===== src/irpd_pkg.sv =====
// Shared types and constants of the infrared pulse-distance frame encoder.
package irpd_pkg;

    // Field widths
    localparam int UNIT_W    = 6;
    localparam int BYTE_W    = 8;
    localparam int BIT_IDX_W = 3;
    localparam int CFG_IDX_W = 3;
    localparam int OUT_TDATA_W = 16;

    // Command queue between front and back (depth must be a power of two)
    localparam int QUEUE_DEPTH = 2;
    localparam int QUEUE_AW    = $clog2(QUEUE_DEPTH);
    localparam int QUEUE_CW    = $clog2(QUEUE_DEPTH + 1);

    // Last bit index of a payload byte
    localparam logic [BIT_IDX_W-1:0] LAST_BIT_IDX = BIT_IDX_W'(BYTE_W - 1);

    // Register indexes of the configuration port
    typedef enum logic [CFG_IDX_W-1:0] {
        CFG_LEADER_MARK  = 3'd0,
        CFG_LEADER_SPACE = 3'd1,
        CFG_BIT_MARK     = 3'd2,
        CFG_ZERO_SPACE   = 3'd3,
        CFG_ONE_SPACE    = 3'd4
    } cfg_idx_t;

    // Segment kinds on the output tuser
    typedef enum logic [1:0] {
        KIND_LEADER  = 2'd0,
        KIND_DATA    = 2'd1,
        KIND_TRAILER = 2'd2
    } kind_t;

    // Timing registers
    typedef struct packed {
        logic [UNIT_W-1:0] leader_mark;
        logic [UNIT_W-1:0] leader_space;
        logic [UNIT_W-1:0] bit_mark;
        logic [UNIT_W-1:0] zero_space;
        logic [UNIT_W-1:0] one_space;
    } cfg_t;

    // One classified byte waiting to be sent
    typedef struct packed {
        logic [BYTE_W-1:0] payload;
        logic              has_leader;
        logic              has_trailer;
    } cmd_t;

    // One output segment
    typedef struct packed {
        logic [UNIT_W-1:0] mark;
        logic [UNIT_W-1:0] space;
        kind_t             kind;
        logic              last;
    } seg_t;

endpackage


===== src/irpd_front.sv =====
// Input stage: accepts payload words and turns them into queued commands.
module irpd_front
    import irpd_pkg::*;
(
    input  logic              clk,
    input  logic              rst_n,
    input  logic              s_tvalid,
    output logic              s_tready,
    input  logic [BYTE_W-1:0] s_tdata,   // [7:0] payload_byte
    input  logic              s_tuser,   // [0] frame_first
    input  logic              s_tlast,   // frame_last
    output cmd_t              cmd,
    output logic              cmd_valid,
    input  logic              cmd_ready
);

    logic hold_valid_reg;
    logic hold_valid_next;
    cmd_t cmd_reg;
    logic accept;

    // The holding register frees up whenever the queue takes its word.
    assign s_tready = !hold_valid_reg || cmd_ready;
    assign accept   = s_tvalid && s_tready;

    always_comb
    begin
        hold_valid_next = hold_valid_reg;
        if (accept)
        begin
            hold_valid_next = 1'b1;
        end
        else if (cmd_ready)
        begin
            hold_valid_next = 1'b0;
        end
    end

    always_ff @(posedge clk or negedge rst_n)
    begin
        if (!rst_n)
        begin
            hold_valid_reg <= 1'b0;
        end
        else
        begin
            hold_valid_reg <= hold_valid_next;
        end
    end

    // Classify the word: leader and trailer requests go with the byte.
    always_ff @(posedge clk)
    begin
        if (accept)
        begin
            cmd_reg.payload     <= s_tdata;
            cmd_reg.has_leader  <= s_tuser;
            cmd_reg.has_trailer <= s_tlast;
        end
    end

    assign cmd       = cmd_reg;
    assign cmd_valid = hold_valid_reg;

endmodule


===== src/irpd_queue.sv =====
// Small command queue that decouples the input stage from the segment sequencer.
module irpd_queue
    import irpd_pkg::*;
(
    input  logic clk,
    input  logic rst_n,
    input  cmd_t in_cmd,
    input  logic in_valid,
    output logic in_ready,
    output cmd_t out_cmd,
    output logic out_valid,
    input  logic out_ready
);

    cmd_t                entry_reg [QUEUE_DEPTH];
    logic [QUEUE_AW-1:0] head_reg;
    logic [QUEUE_AW-1:0] head_next;
    logic [QUEUE_AW-1:0] tail_reg;
    logic [QUEUE_AW-1:0] tail_next;
    logic [QUEUE_CW-1:0] count_reg;
    logic [QUEUE_CW-1:0] count_next;
    logic                push;
    logic                pop;

    assign in_ready  = (count_reg != QUEUE_CW'(QUEUE_DEPTH));
    assign out_valid = (count_reg != '0);
    assign push      = in_valid && in_ready;
    assign pop       = out_valid && out_ready;
    assign out_cmd   = entry_reg[head_reg];

    // Pointer and fill bookkeeping; pointers wrap naturally.
    always_comb
    begin
        head_next  = pop  ? head_reg + 1'b1 : head_reg;
        tail_next  = push ? tail_reg + 1'b1 : tail_reg;
        count_next = count_reg;
        if (push && !pop)
        begin
            count_next = count_reg + 1'b1;
        end
        else if (pop && !push)
        begin
            count_next = count_reg - 1'b1;
        end
    end

    always_ff @(posedge clk or negedge rst_n)
    begin
        if (!rst_n)
        begin
            head_reg  <= '0;
            tail_reg  <= '0;
            count_reg <= '0;
        end
        else
        begin
            head_reg  <= head_next;
            tail_reg  <= tail_next;
            count_reg <= count_next;
        end
    end

    // Entry storage
    always_ff @(posedge clk)
    begin
        if (push)
        begin
            entry_reg[tail_reg] <= in_cmd;
        end
    end

endmodule


===== src/irpd_back.sv =====
// Segment sequencer: walks the optional leader, eight data bits and optional trailer of each command.
module irpd_back
    import irpd_pkg::*;
(
    input  logic                   clk,
    input  logic                   rst_n,
    input  cfg_t                   cfg,
    input  cmd_t                   cmd,
    input  logic                   cmd_valid,
    output logic                   cmd_ready,
    output logic                   m_tvalid,
    input  logic                   m_tready,
    output logic [OUT_TDATA_W-1:0] m_tdata,  // [5:0] mark_units, [11:6] space_units
    output logic [1:0]             m_tuser,  // [1:0] segment_kind
    output logic                   m_tlast   // run_last
);

    typedef enum logic [2:0] {
        PH_LEADER  = 3'b001,
        PH_DATA    = 3'b010,
        PH_TRAILER = 3'b100
    } phase_t;

    logic                 busy_reg;
    logic                 busy_next;
    phase_t               phase_reg;
    phase_t               phase_next;
    logic [BIT_IDX_W-1:0] bit_idx_reg;
    logic [BIT_IDX_W-1:0] bit_idx_next;
    cmd_t                 cur_reg;
    logic                 out_valid_reg;
    logic                 out_valid_next;
    seg_t                 seg_reg;
    seg_t                 seg;
    logic                 advance;
    logic                 emit;
    logic                 load;

    // The output register is free when empty or being taken.
    assign advance = !out_valid_reg || m_tready;
    assign emit    = advance && busy_reg;
    // Take the next command when idle or on the final segment of this one.
    assign load    = advance && cmd_valid && (!busy_reg || seg.last);
    assign cmd_ready = load;

    // Segment for the current position
    always_comb
    begin
        seg.mark  = cfg.bit_mark;
        seg.space = cur_reg.payload[bit_idx_reg] ? cfg.one_space : cfg.zero_space;
        seg.kind  = KIND_DATA;
        seg.last  = (bit_idx_reg == LAST_BIT_IDX) && !cur_reg.has_trailer;
        case (phase_reg)
            PH_LEADER:
            begin
                seg.mark  = cfg.leader_mark;
                seg.space = cfg.leader_space;
                seg.kind  = KIND_LEADER;
                seg.last  = 1'b0;
            end
            PH_DATA:
            begin
                seg.kind = KIND_DATA;
            end
            PH_TRAILER:
            begin
                seg.space = '0;
                seg.kind  = KIND_TRAILER;
                seg.last  = 1'b1;
            end
            default:
            begin
                seg.kind = KIND_DATA;
            end
        endcase
    end

    // Position bookkeeping
    always_comb
    begin
        busy_next      = busy_reg;
        phase_next     = phase_reg;
        bit_idx_next   = bit_idx_reg;
        out_valid_next = out_valid_reg;
        if (advance)
        begin
            out_valid_next = busy_reg;
        end
        if (emit)
        begin
            case (phase_reg)
                PH_LEADER:
                begin
                    phase_next = PH_DATA;
                end
                PH_DATA:
                begin
                    bit_idx_next = bit_idx_reg + 1'b1;
                    if (bit_idx_reg == LAST_BIT_IDX)
                    begin
                        phase_next = PH_TRAILER;
                    end
                end
                PH_TRAILER:
                begin
                    phase_next = PH_DATA;
                end
                default:
                begin
                    phase_next = PH_DATA;
                end
            endcase
            if (seg.last)
            begin
                busy_next = 1'b0;
            end
        end
        if (load)
        begin
            busy_next    = 1'b1;
            phase_next   = cmd.has_leader ? PH_LEADER : PH_DATA;
            bit_idx_next = '0;
        end
    end

    always_ff @(posedge clk or negedge rst_n)
    begin
        if (!rst_n)
        begin
            busy_reg      <= 1'b0;
            phase_reg     <= PH_DATA;
            bit_idx_reg   <= '0;
            out_valid_reg <= 1'b0;
        end
        else
        begin
            busy_reg      <= busy_next;
            phase_reg     <= phase_next;
            bit_idx_reg   <= bit_idx_next;
            out_valid_reg <= out_valid_next;
        end
    end

    // Payload registers
    always_ff @(posedge clk)
    begin
        if (load)
        begin
            cur_reg <= cmd;
        end
        if (emit)
        begin
            seg_reg <= seg;
        end
    end

    assign m_tvalid = out_valid_reg;
    assign m_tdata  = {{(OUT_TDATA_W - 2 * UNIT_W){1'b0}}, seg_reg.space, seg_reg.mark};
    assign m_tuser  = seg_reg.kind;
    assign m_tlast  = seg_reg.last;

endmodule


===== src/ir_pulse_distance_frame_encoder.sv =====
// Top level of the infrared pulse-distance frame encoder.
//
//   Channel  Direction  Word contents
//   s_*      in         tdata[7:0] payload byte, tuser frame first, tlast frame last
//   m_*      out        tdata[5:0] mark, [11:6] space, tuser kind, tlast run last
//   cfg_*    in         write enable, 3-bit register index, 6-bit value
//
// Each byte gives eight to ten segments, one per cycle from the sequencer while the
// output is not stalled.
// Input words pass through a holding register and a two-word queue, so the input
// keeps accepting while the output is stalled until both are full.
// Reset clears all control state and loads the timing registers with their defaults.
module ir_pulse_distance_frame_encoder
    import irpd_pkg::*;
(
    input  logic                   clk,
    input  logic                   rst_n,
    input  logic                   s_tvalid,
    output logic                   s_tready,
    input  logic [BYTE_W-1:0]      s_tdata,   // [7:0] payload_byte
    input  logic                   s_tuser,   // [0] frame_first
    input  logic                   s_tlast,   // frame_last
    output logic                   m_tvalid,
    input  logic                   m_tready,
    output logic [OUT_TDATA_W-1:0] m_tdata,   // [5:0] mark_units, [11:6] space_units
    output logic [1:0]             m_tuser,   // [1:0] segment_kind
    output logic                   m_tlast,   // run_last
    input  logic                   cfg_we,
    input  logic [CFG_IDX_W-1:0]   cfg_index,
    input  logic [UNIT_W-1:0]      cfg_data
);

    cfg_t cfg_reg;
    cmd_t front_cmd;
    logic front_valid;
    logic front_ready;
    cmd_t queue_cmd;
    logic queue_valid;
    logic queue_ready;

    // Timing registers
    always_ff @(posedge clk or negedge rst_n)
    begin
        if (!rst_n)
        begin
            cfg_reg.leader_mark  <= UNIT_W'(16);
            cfg_reg.leader_space <= UNIT_W'(8);
            cfg_reg.bit_mark     <= UNIT_W'(1);
            cfg_reg.zero_space   <= UNIT_W'(1);
            cfg_reg.one_space    <= UNIT_W'(3);
        end
        else if (cfg_we)
        begin
            case (cfg_index)
                CFG_LEADER_MARK:  cfg_reg.leader_mark  <= cfg_data;
                CFG_LEADER_SPACE: cfg_reg.leader_space <= cfg_data;
                CFG_BIT_MARK:     cfg_reg.bit_mark     <= cfg_data;
                CFG_ZERO_SPACE:   cfg_reg.zero_space   <= cfg_data;
                CFG_ONE_SPACE:    cfg_reg.one_space    <= cfg_data;
                default:          cfg_reg              <= cfg_reg;
            endcase
        end
    end

    irpd_front u_front (
        .clk       (clk),
        .rst_n     (rst_n),
        .s_tvalid  (s_tvalid),
        .s_tready  (s_tready),
        .s_tdata   (s_tdata),
        .s_tuser   (s_tuser),
        .s_tlast   (s_tlast),
        .cmd       (front_cmd),
        .cmd_valid (front_valid),
        .cmd_ready (front_ready)
    );

    irpd_queue u_queue (
        .clk       (clk),
        .rst_n     (rst_n),
        .in_cmd    (front_cmd),
        .in_valid  (front_valid),
        .in_ready  (front_ready),
        .out_cmd   (queue_cmd),
        .out_valid (queue_valid),
        .out_ready (queue_ready)
    );

    irpd_back u_back (
        .clk       (clk),
        .rst_n     (rst_n),
        .cfg       (cfg_reg),
        .cmd       (queue_cmd),
        .cmd_valid (queue_valid),
        .cmd_ready (queue_ready),
        .m_tvalid  (m_tvalid),
        .m_tready  (m_tready),
        .m_tdata   (m_tdata),
        .m_tuser   (m_tuser),
        .m_tlast   (m_tlast)
    );

endmodule


===== config.mk =====
export PLATFORM = sky130hd
export DESIGN_NAME = ir_pulse_distance_frame_encoder
export DESIGN_NICKNAME = d
export VERILOG_FILES = /design/src/irpd_pkg.sv /design/src/irpd_front.sv /design/src/irpd_queue.sv /design/src/irpd_back.sv /design/src/ir_pulse_distance_frame_encoder.sv
export SDC_FILE = /design/constraint.sdc
export NUM_CORES = 1
export LEC_CHECK = 0
export BUFFER_PORTS_ARGS = -buffer_cell sky130_fd_sc_hd__buf_2
export CAP_MARGIN = 20
export CORE_UTILIZATION = 55
export CTS_CLUSTER_SIZE = 28
export DETAILED_ROUTE_END_ITERATION = 12
export PLACE_DENSITY = 0.76
export SKIP_LAST_GASP = 1
export SLEW_MARGIN = 20
export SYNTH_ARGS = -nofsm -noshare
export SYNTH_HDL_FRONTEND = slang
export SYNTH_SLANG_ARGS = --single-unit

===== constraint.sdc =====
create_clock -name clk -period 6.1 [get_ports clk]
set_input_delay 0.915 -clock clk [delete_from_list [all_inputs] [get_ports clk]]
set_output_delay 0.915 -clock clk [all_outputs]
set_load 0.1 [all_outputs]

## After elaboration in Yosys (flattened, before gate mapping)

Memories as Yosys holds them, arrays and structs flattened.
Cells that the tools add are included.
W data, S select, Z words.

| storage, ports and cells | value |
|---|---|
| output and inout port bits | 21 |
| bits in writable memories | 20 |
| logic and storage cells | 96 |
| bits in registers | 77 |
| memories | 1 |

| cells by class | value |
|---|---|
| eq/ne operators | 10 |
| magnitude comparators | 1 |
| reductions and logical operators | 33 |
| muxes and demuxes | 24 |
| add/subtract/negate cells | 5 |

Memories:

| name | words | width | read ports | clocked after memory_dff | write ports | line | text |
|---|---|---|---|---|---|---|---|
| u_queue.entry_reg | 2 | 10 | 1 | 0 | 1 | irpd_queue.sv:15 | `cmd_t entry_reg [QUEUE_DEPTH];` |

Operators by type and width:

| kind | number |
|---|---|
| $mux W3 | 7 |
| $reduce_and A2 Y1 | 8 |
| $mux W6 | 2 |
| $pmux W6 S2 | 1 |
| $reduce_bool A2 Y1 | 6 |
| $eq A3 B2 Y1 const B | 3 |
| $eq A3 B3 Y1 const B | 3 |
| $logic_and A1 B1 Y1 | 9 |
| $mux W1 | 8 |
| $eq A3 B1 Y1 const B | 2 |
| $logic_not A1 Y1 | 6 |
| $mux W2 | 3 |
| $lt A3 B4 Y1 const B | 1 |
| $pmux W2 S2 | 1 |
| $add A3 B1 Y3 const B | 1 |
| $bmux W1 S3 | 1 |
| $logic_not A3 Y1 | 1 |
| $logic_or A1 B1 Y1 | 3 |
| $ne A3 B2 Y1 const B | 1 |
| $add A1 B1 Y1 const B | 2 |
| $add A2 B1 Y2 const B | 1 |
| $ne A2 B2 Y1 const B | 1 |
| $pmux W1 S2 | 1 |
| $sub A2 B1 Y2 const B | 1 |

## Logic depth before layout (Yosys ltp)

Gate-level depths: netlist of the first run.

| depth | value |
|---|---|
| word-level depth | 9 |
| gate-level depth with buffers | 10 |
| gate-level depth less buffers | 10 |

## Cells and area by module

A second synthesis of the first run with hierarchy kept.

| unflattened totals | value |
|---|---|
| cell total of the unflattened synthesis | 241 |
| area total of the unflattened synthesis | 3,977.6 sq um |

By module, submodules not included:

| module | instances | area each (sq um) | cells an instance |
|---|---|---|---|
| irpd_back | 1 | 1,491.4 | 110 |
| ir_pulse_distance_frame_encoder | 1 | 1,199.9 | 68 |
| irpd_queue | 1 | 932.1 | 49 |
| irpd_front | 1 | 354.1 | 14 |

## Worst setup path after synthesis of the first run

No wires, ideal clock.

| path | value |
|---|---|
| kind | in2reg |
| start point | in m_tready |
| end point | reg u_queue.count_reg[1] |
| buffers on the path | 0 |
| data arrival time | 2.445 ns |
| cell stages on the path | 8 |
| setup time | 0.079 ns |
| setup slack | 3.576 ns |
| data required time | 6.021 ns |
| path through | nand2b_1 -> o21a_1 -> o31a_1 -> inv_1 -> ha_1 -> xor2_1 -> nor2_1 -> xor2_1 |

| between the ends | value |
|---|---|
| word-level cells in the longest chain between the ends | 7 |
| elaborated cells between the ends (all ways) | 9 |
| classes of those cells | mux (1); reduce/logical (8) |

Ends and longest elaborated chain:

| what | line | text |
|---|---|---|
| start: declaration | ir_pulse_distance_frame_encoder.sv:24 | `input logic m_tready,` |
| $logic_or A1 B1 Y1 (*) | irpd_back.sv:40 | `assign advance = !out_valid_reg \|\| m_tready;` |
| $logic_and A1 B1 Y1 (*) (2 in series) | irpd_back.sv:43 | `assign load = advance && cmd_valid && (!busy_reg \|\| seg.last);` |
| named net queue_ready | ir_pulse_distance_frame_encoder.sv:39 | `logic queue_ready;` |
| $logic_and A1 B1 Y1 (*) | irpd_queue.sv:28 | `assign pop = out_valid && out_ready;` |
| $logic_not A1 Y1 | irpd_queue.sv:37 | `if (push && !pop)` |
| $logic_and A1 B1 Y1 | irpd_queue.sv:37 |  |
| $mux W2 or $reduce_bool A2 Y1 (tied branches) | n/a |  |
| end signal: assignment | irpd_queue.sv:59 | `count_reg <= count_next;` |
| end: declaration | irpd_queue.sv:20 | `logic [QUEUE_CW-1:0] count_reg;` |

The timed path passes the listed nets; every way through them passes the cells marked *.
A chain may end at the register's enable or synchronous reset.

## Final worst setup path of the first run

| path | value |
|---|---|
| start point | reg u_back.bit_idx_reg[0] |
| end point | reg u_queue.count_reg[1] |

| between the ends | value |
|---|---|
| word-level cells in the longest chain between the ends | 9 |
| elaborated cells between the ends (all ways) | 11 |
| classes of those cells | eq/ne (1); mux (2); reduce/logical (8) |

Ends and longest elaborated chain:

| what | line | text |
|---|---|---|
| start: declaration | irpd_back.sv:28 | `logic [BIT_IDX_W-1:0] bit_idx_reg;` |
| start signal: assignment | irpd_back.sv:139 | `bit_idx_reg <= bit_idx_next;` |
| $eq A3 B3 Y1 (*) | irpd_back.sv:52 | `seg.last = (bit_idx_reg == LAST_BIT_IDX) && !cur_reg.has_trailer;` |
| $logic_and A1 B1 Y1 (*) | irpd_back.sv:52 |  |
| $pmux W1 S2 (*) | irpd_back.sv:53 | `case (phase_reg)` |
| $logic_or A1 B1 Y1 (*) | irpd_back.sv:43 |  |
| $logic_and A1 B1 Y1 (*) | irpd_back.sv:43 |  |
| named net queue_ready | ir_pulse_distance_frame_encoder.sv:39 |  |
| $logic_and A1 B1 Y1 (*) | irpd_queue.sv:28 |  |
| $logic_not A1 Y1 | irpd_queue.sv:37 |  |
| $logic_and A1 B1 Y1 | irpd_queue.sv:37 |  |
| $mux W2 or $reduce_bool A2 Y1 (tied branches) | n/a |  |

Marked as above.

==> results.txt, run 1 <==
FF-to-FF Start: u_back.bit_idx_reg[0]$_DFFE_PN0P_
Worst R2R Path Depth: 10
antenna violations before repair: 0
ranking of synthesized cells by area: edfxtp_1 42%, dfrtp_1 23%, mux2_2 13%
Final min period: 2.710 ns
Die X: 85.93 µm
CTS clk-pin slew, worst paths: 0.09 ns
clock sinks: 97
CP Data Required Time: 6.37 ns
setup TNS: 0 ns
Crit path depth: 10
Vias: 2020
placement row count: 30
clk_lat worst skew: 0.35 ns
total placed instance area: 4168 µm²
GP Congestion: 0.7881
Arrival @ worst endpoint: 2.98 ns
slowest CP cell: o31a_1
H-Tree Level Count: 3
Worst Setup SP: u_back.bit_idx_reg[0]$_DFFE_PN0P_
slowest stage delay, CP: 0.57 ns
Mean Syn Cell Area: 16.48 µm²
TritonRoute pass-1 iters: 4
Yosys top cell area share: 41.86%
final net count: 308
final instance area: 4355 µm²
Synth Warn #: 0
Max Cap Viol: 0
Area Overhead vs Synth: 12.44%
combinational cell fraction of total power: 35.3%
Core ar.: 6794 µm²
period utilisation layout: 44.42%
hold_buf cts: 0
Yosys top cell by area: edfxtp_1
worst reg2reg path endpoint: u_queue.count_reg[1]$_DFFE_PN0P_
Iter 0 DRT Violations: 112
Worst VDD drop: 0.3095 mV
CP Launch Type: flip-flop
postcts setup bufs: 0
Fin. Hold Viols: 0
Die Area: 7383 µm²
hold_ws: 0.4538 ns
Total GRT Usage: 18.31%
leak pwr: 1.747 nW
WL/cell: 15.78 µm
Reg power frac: 46.7%
crit path cell chain: ha_1 -> ha_1 -> nand2b_1 -> a21oi_1 -> o31a_1 -> inv_1 -> ha_1 -> xor2_1 -> nor2_1 -> xor2_1
final setup fails: 0
clock power share: 18.0%
Max Buffers Root-to-Sink: 2
Chip Height: 85.93 µm
RSZ-0062 raised after global routing: false
DRC: 0
Detailed Route WL: 6029 µm
critical path peak fanout: 15
status: finished clean
Antenna diodes: 0
CTS tree: built
Net Switching: 0.0008476 W
pwr dens: 505.6 nW/µm²
fill count: 507
Post-Route Skew: 0.007110 ns
largest net degree at the start of global routing: 44
crit path kind: reg2reg
port bufs: 40
TritonCTS Buffers: 9
Cells after DPL: 366
commonest cells after routing, fill and taps aside: 54 x edfxtp_1, 46 x mux2_2, 40 x buf_2, 36 x dfrtp_1, 11 x nand2_1
P_int: 0.001354 W
layout cells sized above 1: 39.16%
switching share of power: 38.49%
f_max: 369.0 MHz
Synth Register Bits: 97
CP Capture Type: flip-flop
CP endpoint: u_queue.count_reg[1]$_DFFE_PN0P_
cell area after synthesis: 3874 µm²
crit path buf inv count: 1
Final Max Tran Viols: 0
Most common cell on crit path: ha_1
max reg flops: 30
vias in the first global route: 2063
Root Buffer: clkbuf_8
final core occ: 64.11%
commonest non-fill, non-tap cell in the layout: edfxtp_1
post-DP HPWL: 4108 µm
Cells after Synth: 235
post-route ant nets: 0
worst hold path class: reg2reg
total congestion overflow: 0
first-pass GRT wire length: 9942 µm
Synth cell types: 38
I/O pins: 45
Slew HR: 30.12%
vias per cell: 5.288
cts repair resizes: 0
actual slew at the worst max-slew pin: 1.040 ns
R2R Setup Slk: 3.39 ns
crit-path leading delay family: compound AO/OA/AOI/OAI gates
count of non-filler cells in the finished layout: 382
sequential-to-total area share from yosys stat: 69.86%
Starting Density: 57.02%
power groups by stage:
| stage | logic, W | clock network (W) | registers, W |
|---|---|---|---|
| after floorplan | 0.000379 | 0 | 0.00130 |
| after global placement | 0.000772 | 0 | 0.00103 |
| after detailed placement | 0.000785 | 0 | 0.00104 |
| after CTS | 0.000786 | 0.000406 | 0.00103 |
| after global routing | 0.000828 | 0.000429 | 0.00105 |
| final | 0.000777 | 0.000396 | 0.00103 |
metrics by stage:
| stage | total power (W) | setup slack [ns] |
|---|---|---|
| detailed placement | 0.001828 | 3.186 |
| floorplan | 0.001675 | 3.576 |
| global placement | 0.001804 | 3.308 |
| CTS | 0.002222 | 3.378 |
| global route | 0.002311 | 3.159 |
| finish | 0.002202 | 3.390 |
per-layer routing:
| metal | GRT usage, % | vias to the layer above | part of all wire [%] |
|---|---|---|---|
| met5 | 0 | - | 0 |
| met4 | 9.091 | 0 | 1.7 |
| met3 | 4.139 | 10 | 3.6 |
| met2 | 28.43 | 51 | 48 |
| met1 | 24.54 | 1011 | 46 |
| li1 | - | 948 | - |
cell type report:
type / instances / area [µm²] / area share, %
Clock inverter: 6 / 60.06 / 1.379
Sequential cell: 97 / 2706 / 62.14
Tap cell: 96 / 120.1 / 2.758
Multi-Input combinational cell: 125 / 1104 / 25.34
Timing Repair Buffer: 42 / 215.2 / 4.941
Clock buffer: 10 / 127.6 / 2.930
Inverter: 6 / 22.52 / 0.5171
synthesized netlist by cell type:
library cell  count
a21oi_1           1
or3b_1            2
and3_1            1
nand2b_1          5
nor4b_2           1
conb_1            1
nor2_1            9
and2_1            2
dfstp_2           7
nor4bb_1          2
a21o_1            1
a22o_1            1
mux2i_4           1
nand4b_1          1
or3_1             1
nand2_1          11
inv_1             6
buf_1             1
xnor2_1           3
clkbuf_1          5
a2bb2oi_1         1
buf_4             4
nor3_1            1
ha_1              3
or2_2             2
mux2_2           46
mux2i_1           9
o311ai_0          1
o21ai_0           1
a22oi_1           1
xor2_1            3
o21a_1            1
o31a_1            1
mux4_1            2
nand3b_1          1
edfxtp_1         54
dfrtp_1          36
o21ai_1           6
worst min path at each step:
stage	to	from	cells after the start	slack (ns)
after floorplan	u_queue.entry_reg[0][0]$_DFFE_PP_	u_front.cmd[0]$_DFFE_PP_	0	0.42
after global placement	u_queue.entry_reg[0][7]$_DFFE_PP_	u_front.cmd[7]$_DFFE_PP_	0	0.42
after detailed placement	u_queue.entry_reg[1][4]$_DFFE_PP_	u_front.cmd[4]$_DFFE_PP_	0	0.44
after CTS	u_queue.entry_reg[1][0]$_DFFE_PP_	u_front.cmd[0]$_DFFE_PP_	0	0.45
after global routing	u_queue.entry_reg[1][0]$_DFFE_PP_	u_front.cmd[0]$_DFFE_PP_	0	0.46
final	u_queue.entry_reg[1][0]$_DFFE_PP_	u_front.cmd[0]$_DFFE_PP_	0	0.45
kinds of logic (layout without fill, tap and decap cells):
family	Yosys count	after routing	share of synthesized area, %
flops	97	97	69.86
mux	58	58	17.64
simple gates	39	39	5.620
buf+inv	16	64	1.938
compound gates	15	15	2.520
xor+xnor	6	6	1.357
fa+ha+maj	3	3	0.9691
other cells	1	4	0.09681
Power figures use the tool's default switching activity.
==> run 2: changes to the inputs <==
Clock period 6.1 ns to 2.75 ns, I/O delays scaled along.
==> results.txt, run 2 (synthesis gave the netlist of run 1 again) <==
status: finished clean
Max Cap Viol: 0
Vias: 2027
post-DP HPWL: 4276 µm
final net count: 312
f_max: 476.2 MHz
postcts setup bufs: 0
dpl ws: 0.6667 ns
TritonCTS Buffers: 9
Slew HR: 37.38%
first-pass GRT wire length: 10450 µm
Iter 0 DRT Violations: 92
Detailed Route WL: 6411 µm
CTS tree: built
worst reg2reg path endpoint: u_queue.count_reg[1]$_DFFE_PN0P_
placement row count: 30
Core ar.: 6794 µm²
Root Buffer: clkbuf_8
commonest non-fill, non-tap cell in the layout: edfxtp_1
setup TNS: 0 ns
leak pwr: 1.793 nW
Antenna diodes: 0
crit path kind: reg2reg
FF-to-FF Start: u_back.bit_idx_reg[0]$_DFFE_PN0P_
total congestion overflow: 0
crit path cell chain: ha_1 -> ha_1 -> nand2b_1 -> nor2_1 -> o31a_1 -> inv_1 -> ha_1 -> xor2_1 -> nor2_1 -> xor2_1
final setup fails: 0
GP Congestion: 0.7773
H-Tree Level Count: 3
Most common cell on crit path: ha_1
CP Launch Type: flip-flop
cts repair resizes: 0
R2R Setup Slk: 0.65 ns
Max Buffers Root-to-Sink: 2
slowest stage delay, CP: 0.45 ns
Die Area: 7383 µm²
Fin. Hold Viols: 0
Starting Density: 57.02%
RSZ-0062 raised after global routing: false
pwr dens: 1150 nW/µm²
worst hold path class: in2async
DRC: 0
Final WS setup: 0.6500 ns
commonest cells after routing, fill and taps aside: 54 x edfxtp_1, 46 x mux2_2, 40 x buf_2, 36 x dfrtp_1, 11 x nand2_1
total placed instance area: 4198 µm²
TritonRoute pass-1 iters: 4
post-route ant nets: 0
Final min period: 2.100 ns
CP Data Required Time: 3.00 ns
Chip Height: 85.93 µm
Die X: 85.93 µm
Area Overhead vs Synth: 14.44%
Final Max Tran Viols: 0
WL/cell: 16.61 µm
vias per cell: 5.251
antenna violations before repair: 0
port bufs: 40
hold_ws: 0.1854 ns
layout cells sized above 1: 40.69%
Worst R2R Path Depth: 10
slowest CP cell: dfrtp_1
hold_buf cts: 0
critical path peak fanout: 4
Total GRT Usage: 19.48%
actual slew at the worst max-slew pin: 0.9394 ns
period utilisation layout: 76.36%
largest net degree at the start of global routing: 44
Pwr Total: 0.005098 W
CP Capture Type: flip-flop
vias in the first global route: 2132
I/O pins: 45
final instance area: 4433 µm²
Arrival @ worst endpoint: 2.35 ns
Worst VDD drop: 0.5487 mV
Post-Route Skew: 0.01256 ns
CTS clk-pin slew, worst paths: 0.10 ns
clock sinks: 97
max reg flops: 30
clk_lat worst skew: 0.36 ns
[run 2: worst max path at each step]
stage               slack, ns                               end                         startpoint
finish                   0.65  u_queue.count_reg[1]$_DFFE_PN0P_  u_back.bit_idx_reg[0]$_DFFE_PN0P_
global route             0.52  u_queue.count_reg[1]$_DFFE_PN0P_  u_back.bit_idx_reg[0]$_DFFE_PN0P_
CTS                      0.64  u_queue.count_reg[1]$_DFFE_PN0P_  u_back.bit_idx_reg[0]$_DFFE_PN0P_
detailed placement       0.67  u_queue.count_reg[1]$_DFFE_PN0P_  u_back.bit_idx_reg[0]$_DFFE_PN0P_
global placement         0.74  u_queue.count_reg[1]$_DFFE_PN0P_  u_back.bit_idx_reg[0]$_DFFE_PN0P_
floorplan                0.27  u_queue.count_reg[1]$_DFFE_PN0P_        u_back.m_tvalid$_DFFE_PN0N_
[run 2: cell type report]
cell class / count / area (µm²)
Clock buffer: 11 / 152.6
Sequential cell: 97 / 2706
Tap cell: 96 / 120.1
Inverter: 6 / 22.52
Fill cell: 472 / 2361
Timing Repair Buffer: 46 / 245.2
Clock inverter: 5 / 82.58
Multi-Input combinational cell: 125 / 1104
[run 2: power breakdown]
group | internal (W) | switching [W] | total [W] | leakage, nW
Combinational | 0.000542 | 0.00121 | 0.00175 | 0.661
Sequential | 0.00206 | 0.000222 | 0.00228 | 1.01
Clock | 0.000573 | 0.000492 | 0.00106 | 0.119
[run 2: through the flow]
step           util (%)  std cells
2_1_floorplan         -        238
3_3_place_gp      61.79        370
3_5_place_dp      61.79        370
4_1_cts           65.25        386
5_1_grt           65.25        386
6_report          65.25        386
[run 2: worst max-delay path: cells and delay by family, from the launching register on]
kind | cells | cell delay (ns)
xor gates and xnor gates | 2 | 0.29
DFF | 1 | 0.45
buffers and inverters | 1 | 0.12
AOI/OAI and AO/OA | 1 | 0.30
adders and majority gates | 3 | 0.60
and+or+nand+nor | 3 | 0.23
[run 2: routing by layer]
metal	wire [µm]	up-vias	global-route usage, %	part of all wire, %
li1	-	957	-	-
met1	3038	1004	25.41	47
met2	2981	49	30.45	46
met3	194	17	3.754	3.0
met4	195	0	11.82	3.0
met5	0	-	0	0
==> run 3: changes to the inputs <==
Settings changed: CORE_UTILIZATION 55 to 52, PLACE_DENSITY 0.76 to 0.75.
Clock period 2.75 ns to 1.9 ns, I/O delays scaled along.
==> results.txt, run 3 (synthesis gave the netlist of run 1 again) <==
CTS tree: built
I/O pins: 45
Max Cap Viol: 0
Iter 0 DRT Violations: 76
slowest CP cell: mux4_2
total placed instance area: 4312 µm²
crit path cell chain: buf_4 -> mux4_2 -> mux2i_4 -> buf_12 -> mux2i_1 -> o21ai_1
Final Max Tran Viols: 0
Area Overhead vs Synth: 17.67%
status: complete, but fails checks
final net count: 322
CP Capture Type: flip-flop
WL/cell: 15.32 µm
total congestion overflow: 0
CP Data Required Time: 2.02 ns
Slew HR: 64.83%
TritonRoute pass-1 iters: 4
Worst Setup SP: u_back.bit_idx_reg[0]$_DFFE_PN0P_
switching share of power: 39.04%
Worst R2R Path Depth: 6
H-Tree Level Count: 3
clock power share: 16.7%
area of the multi-input gates: 1175 µm²
combinational cell fraction of total power: 38.2%
final setup fails: 6
Vias: 2048
Post-Route Skew: 0.01037 ns
f_max: 516.2 MHz
actual slew at the worst max-slew pin: 0.5276 ns
critical path peak fanout: 6
hold_ws: 0.08914 ns
Root Buffer: clkbuf_8
Worst VDD drop: 0.7517 mV
Core ar.: 7214 µm²
Final min period: 1.937 ns
clk_lat worst skew: 0.36 ns
Seq. cell area: 2709 µm²
setup TNS: -0.07112 ns
final instance area: 4558 µm²
Die X: 88.31 µm
DRC: 0
vias per cell: 5.133
clock sinks: 97
Starting Density: 53.69%
Net Switching: 0.002863 W
worst hold path class: in2reg
R2R Setup Slk: -0.04 ns
hold path depth: 1
crit-path leading delay family: multiplexers
layout cells sized above 1: 47.33%
CP endpoint: u_back.m_tdata[11]$_DFFE_PP_
Detailed Route WL: 6113 µm
failing checks: setup timing
P_int: 0.004469 W
CTS clk-pin slew, worst paths: 0.10 ns
FF-to-FF Start: u_back.bit_idx_reg[0]$_DFFE_PN0P_
Cells after DPL: 380
leak pwr: 1.827 nW
placement row count: 31
Total GRT Usage: 17.82%
crit path buf inv count: 2
crit path kind: reg2reg
commonest cells after routing, fill and taps aside: 54 x edfxtp_1, 46 x mux2_2, 40 x buf_2, 34 x dfrtp_1, 13 x buf_4
Pwr Total: 0.007331 W
Reg power frac: 45.1%
Die Area: 7799 µm²
Crit path depth: 6
GP Congestion: 0.7181
Arrival @ worst endpoint: 2.05 ns
Fin. Hold Viols: 0
pwr dens: 1608 nW/µm²
Chip Height: 88.31 µm
CP Launch Type: flip-flop
vias in the first global route: 1968
RSZ-0062 raised after global routing: true
largest net degree at the start of global routing: 23
Max Buffers Root-to-Sink: 2
Antenna diodes: 0
commonest non-fill, non-tap cell in the layout: edfxtp_1
Final WS setup: -0.03726 ns
slowest stage delay, CP: 0.51 ns
fill count: 542
worst reg2reg path endpoint: u_back.m_tdata[11]$_DFFE_PP_
TritonCTS Buffers: 9
first-pass GRT wire length: 9942 µm
antenna violations before repair: 0
post-DP HPWL: 4165 µm
count of non-filler cells in the finished layout: 399
period utilisation layout: 102.0%
max reg flops: 30
post-route ant nets: 0
Hold Startpoint: s_tdata[7]
port bufs: 40
[run 3: worst min path at each step]
stage                          endpoint  slack [ns]
2_1_floorplan   cfg_reg[10]$_DFFE_PN0P_       -0.01
3_3_place_gp    cfg_reg[24]$_DFFE_PN0P_        0.29
3_5_place_dp    cfg_reg[18]$_DFFE_PN0P_        0.30
4_1_cts        u_front.cmd[4]$_DFFE_PP_        0.07
5_1_grt        u_front.cmd[8]$_DFFE_PP_        0.06
6_report       u_front.cmd[9]$_DFFE_PP_        0.09
[run 3: power by group through the flow]
stage                     sequential, W  combinational [W]  clock (W)
after floorplan                 0.00416            0.00126          0
after global placement          0.00331            0.00264          0
after detailed placement        0.00334            0.00269          0
after CTS                       0.00330            0.00274    0.00127
after global routing            0.00338            0.00301    0.00134
final                           0.00331            0.00280    0.00123
[run 3: layout make-up]
cell class / instances / share of cell area [%]
timing repair buffer: 56 / 7.631
tap: 99 / 2.718
multi-input combinational: 125 / 25.78
clock buffer: 9 / 2.718
clock inverter: 7 / 1.180
inverter: 6 / 0.5490
sequential: 97 / 59.43
[run 3: metal layers]
metal | track usage [%] | share of wire [%] | vias to the layer above
met3 | 4.478 | 3.5 | 12
met5 | 0 | 0 | -
met2 | 26.43 | 48 | 40
li1 | - | - | 972
met4 | 8.504 | 1.6 | 0
met1 | 24.86 | 47 | 1024
[run 3: timing repair]
item                                    CTS  global route
hold buffers                              1             0
gates resized for setup                   7             4
hold endpoints to repair                 16             0
setup buffers                             0             2
endpoints found under the setup margin    2            15
pin swaps                                 4             1
[run 3: per-stage QoR]
stage / util (%) / setup WS [ns]
3_3_place_gp: 59.76 / -0.009581
4_1_cts: 62.73 / -0.02681
5_1_grt: 63.18 / -0.09436
2_1_floorplan: - / -0.1176
6_report: 63.18 / -0.03726
3_5_place_dp: 59.76 / -0.05336
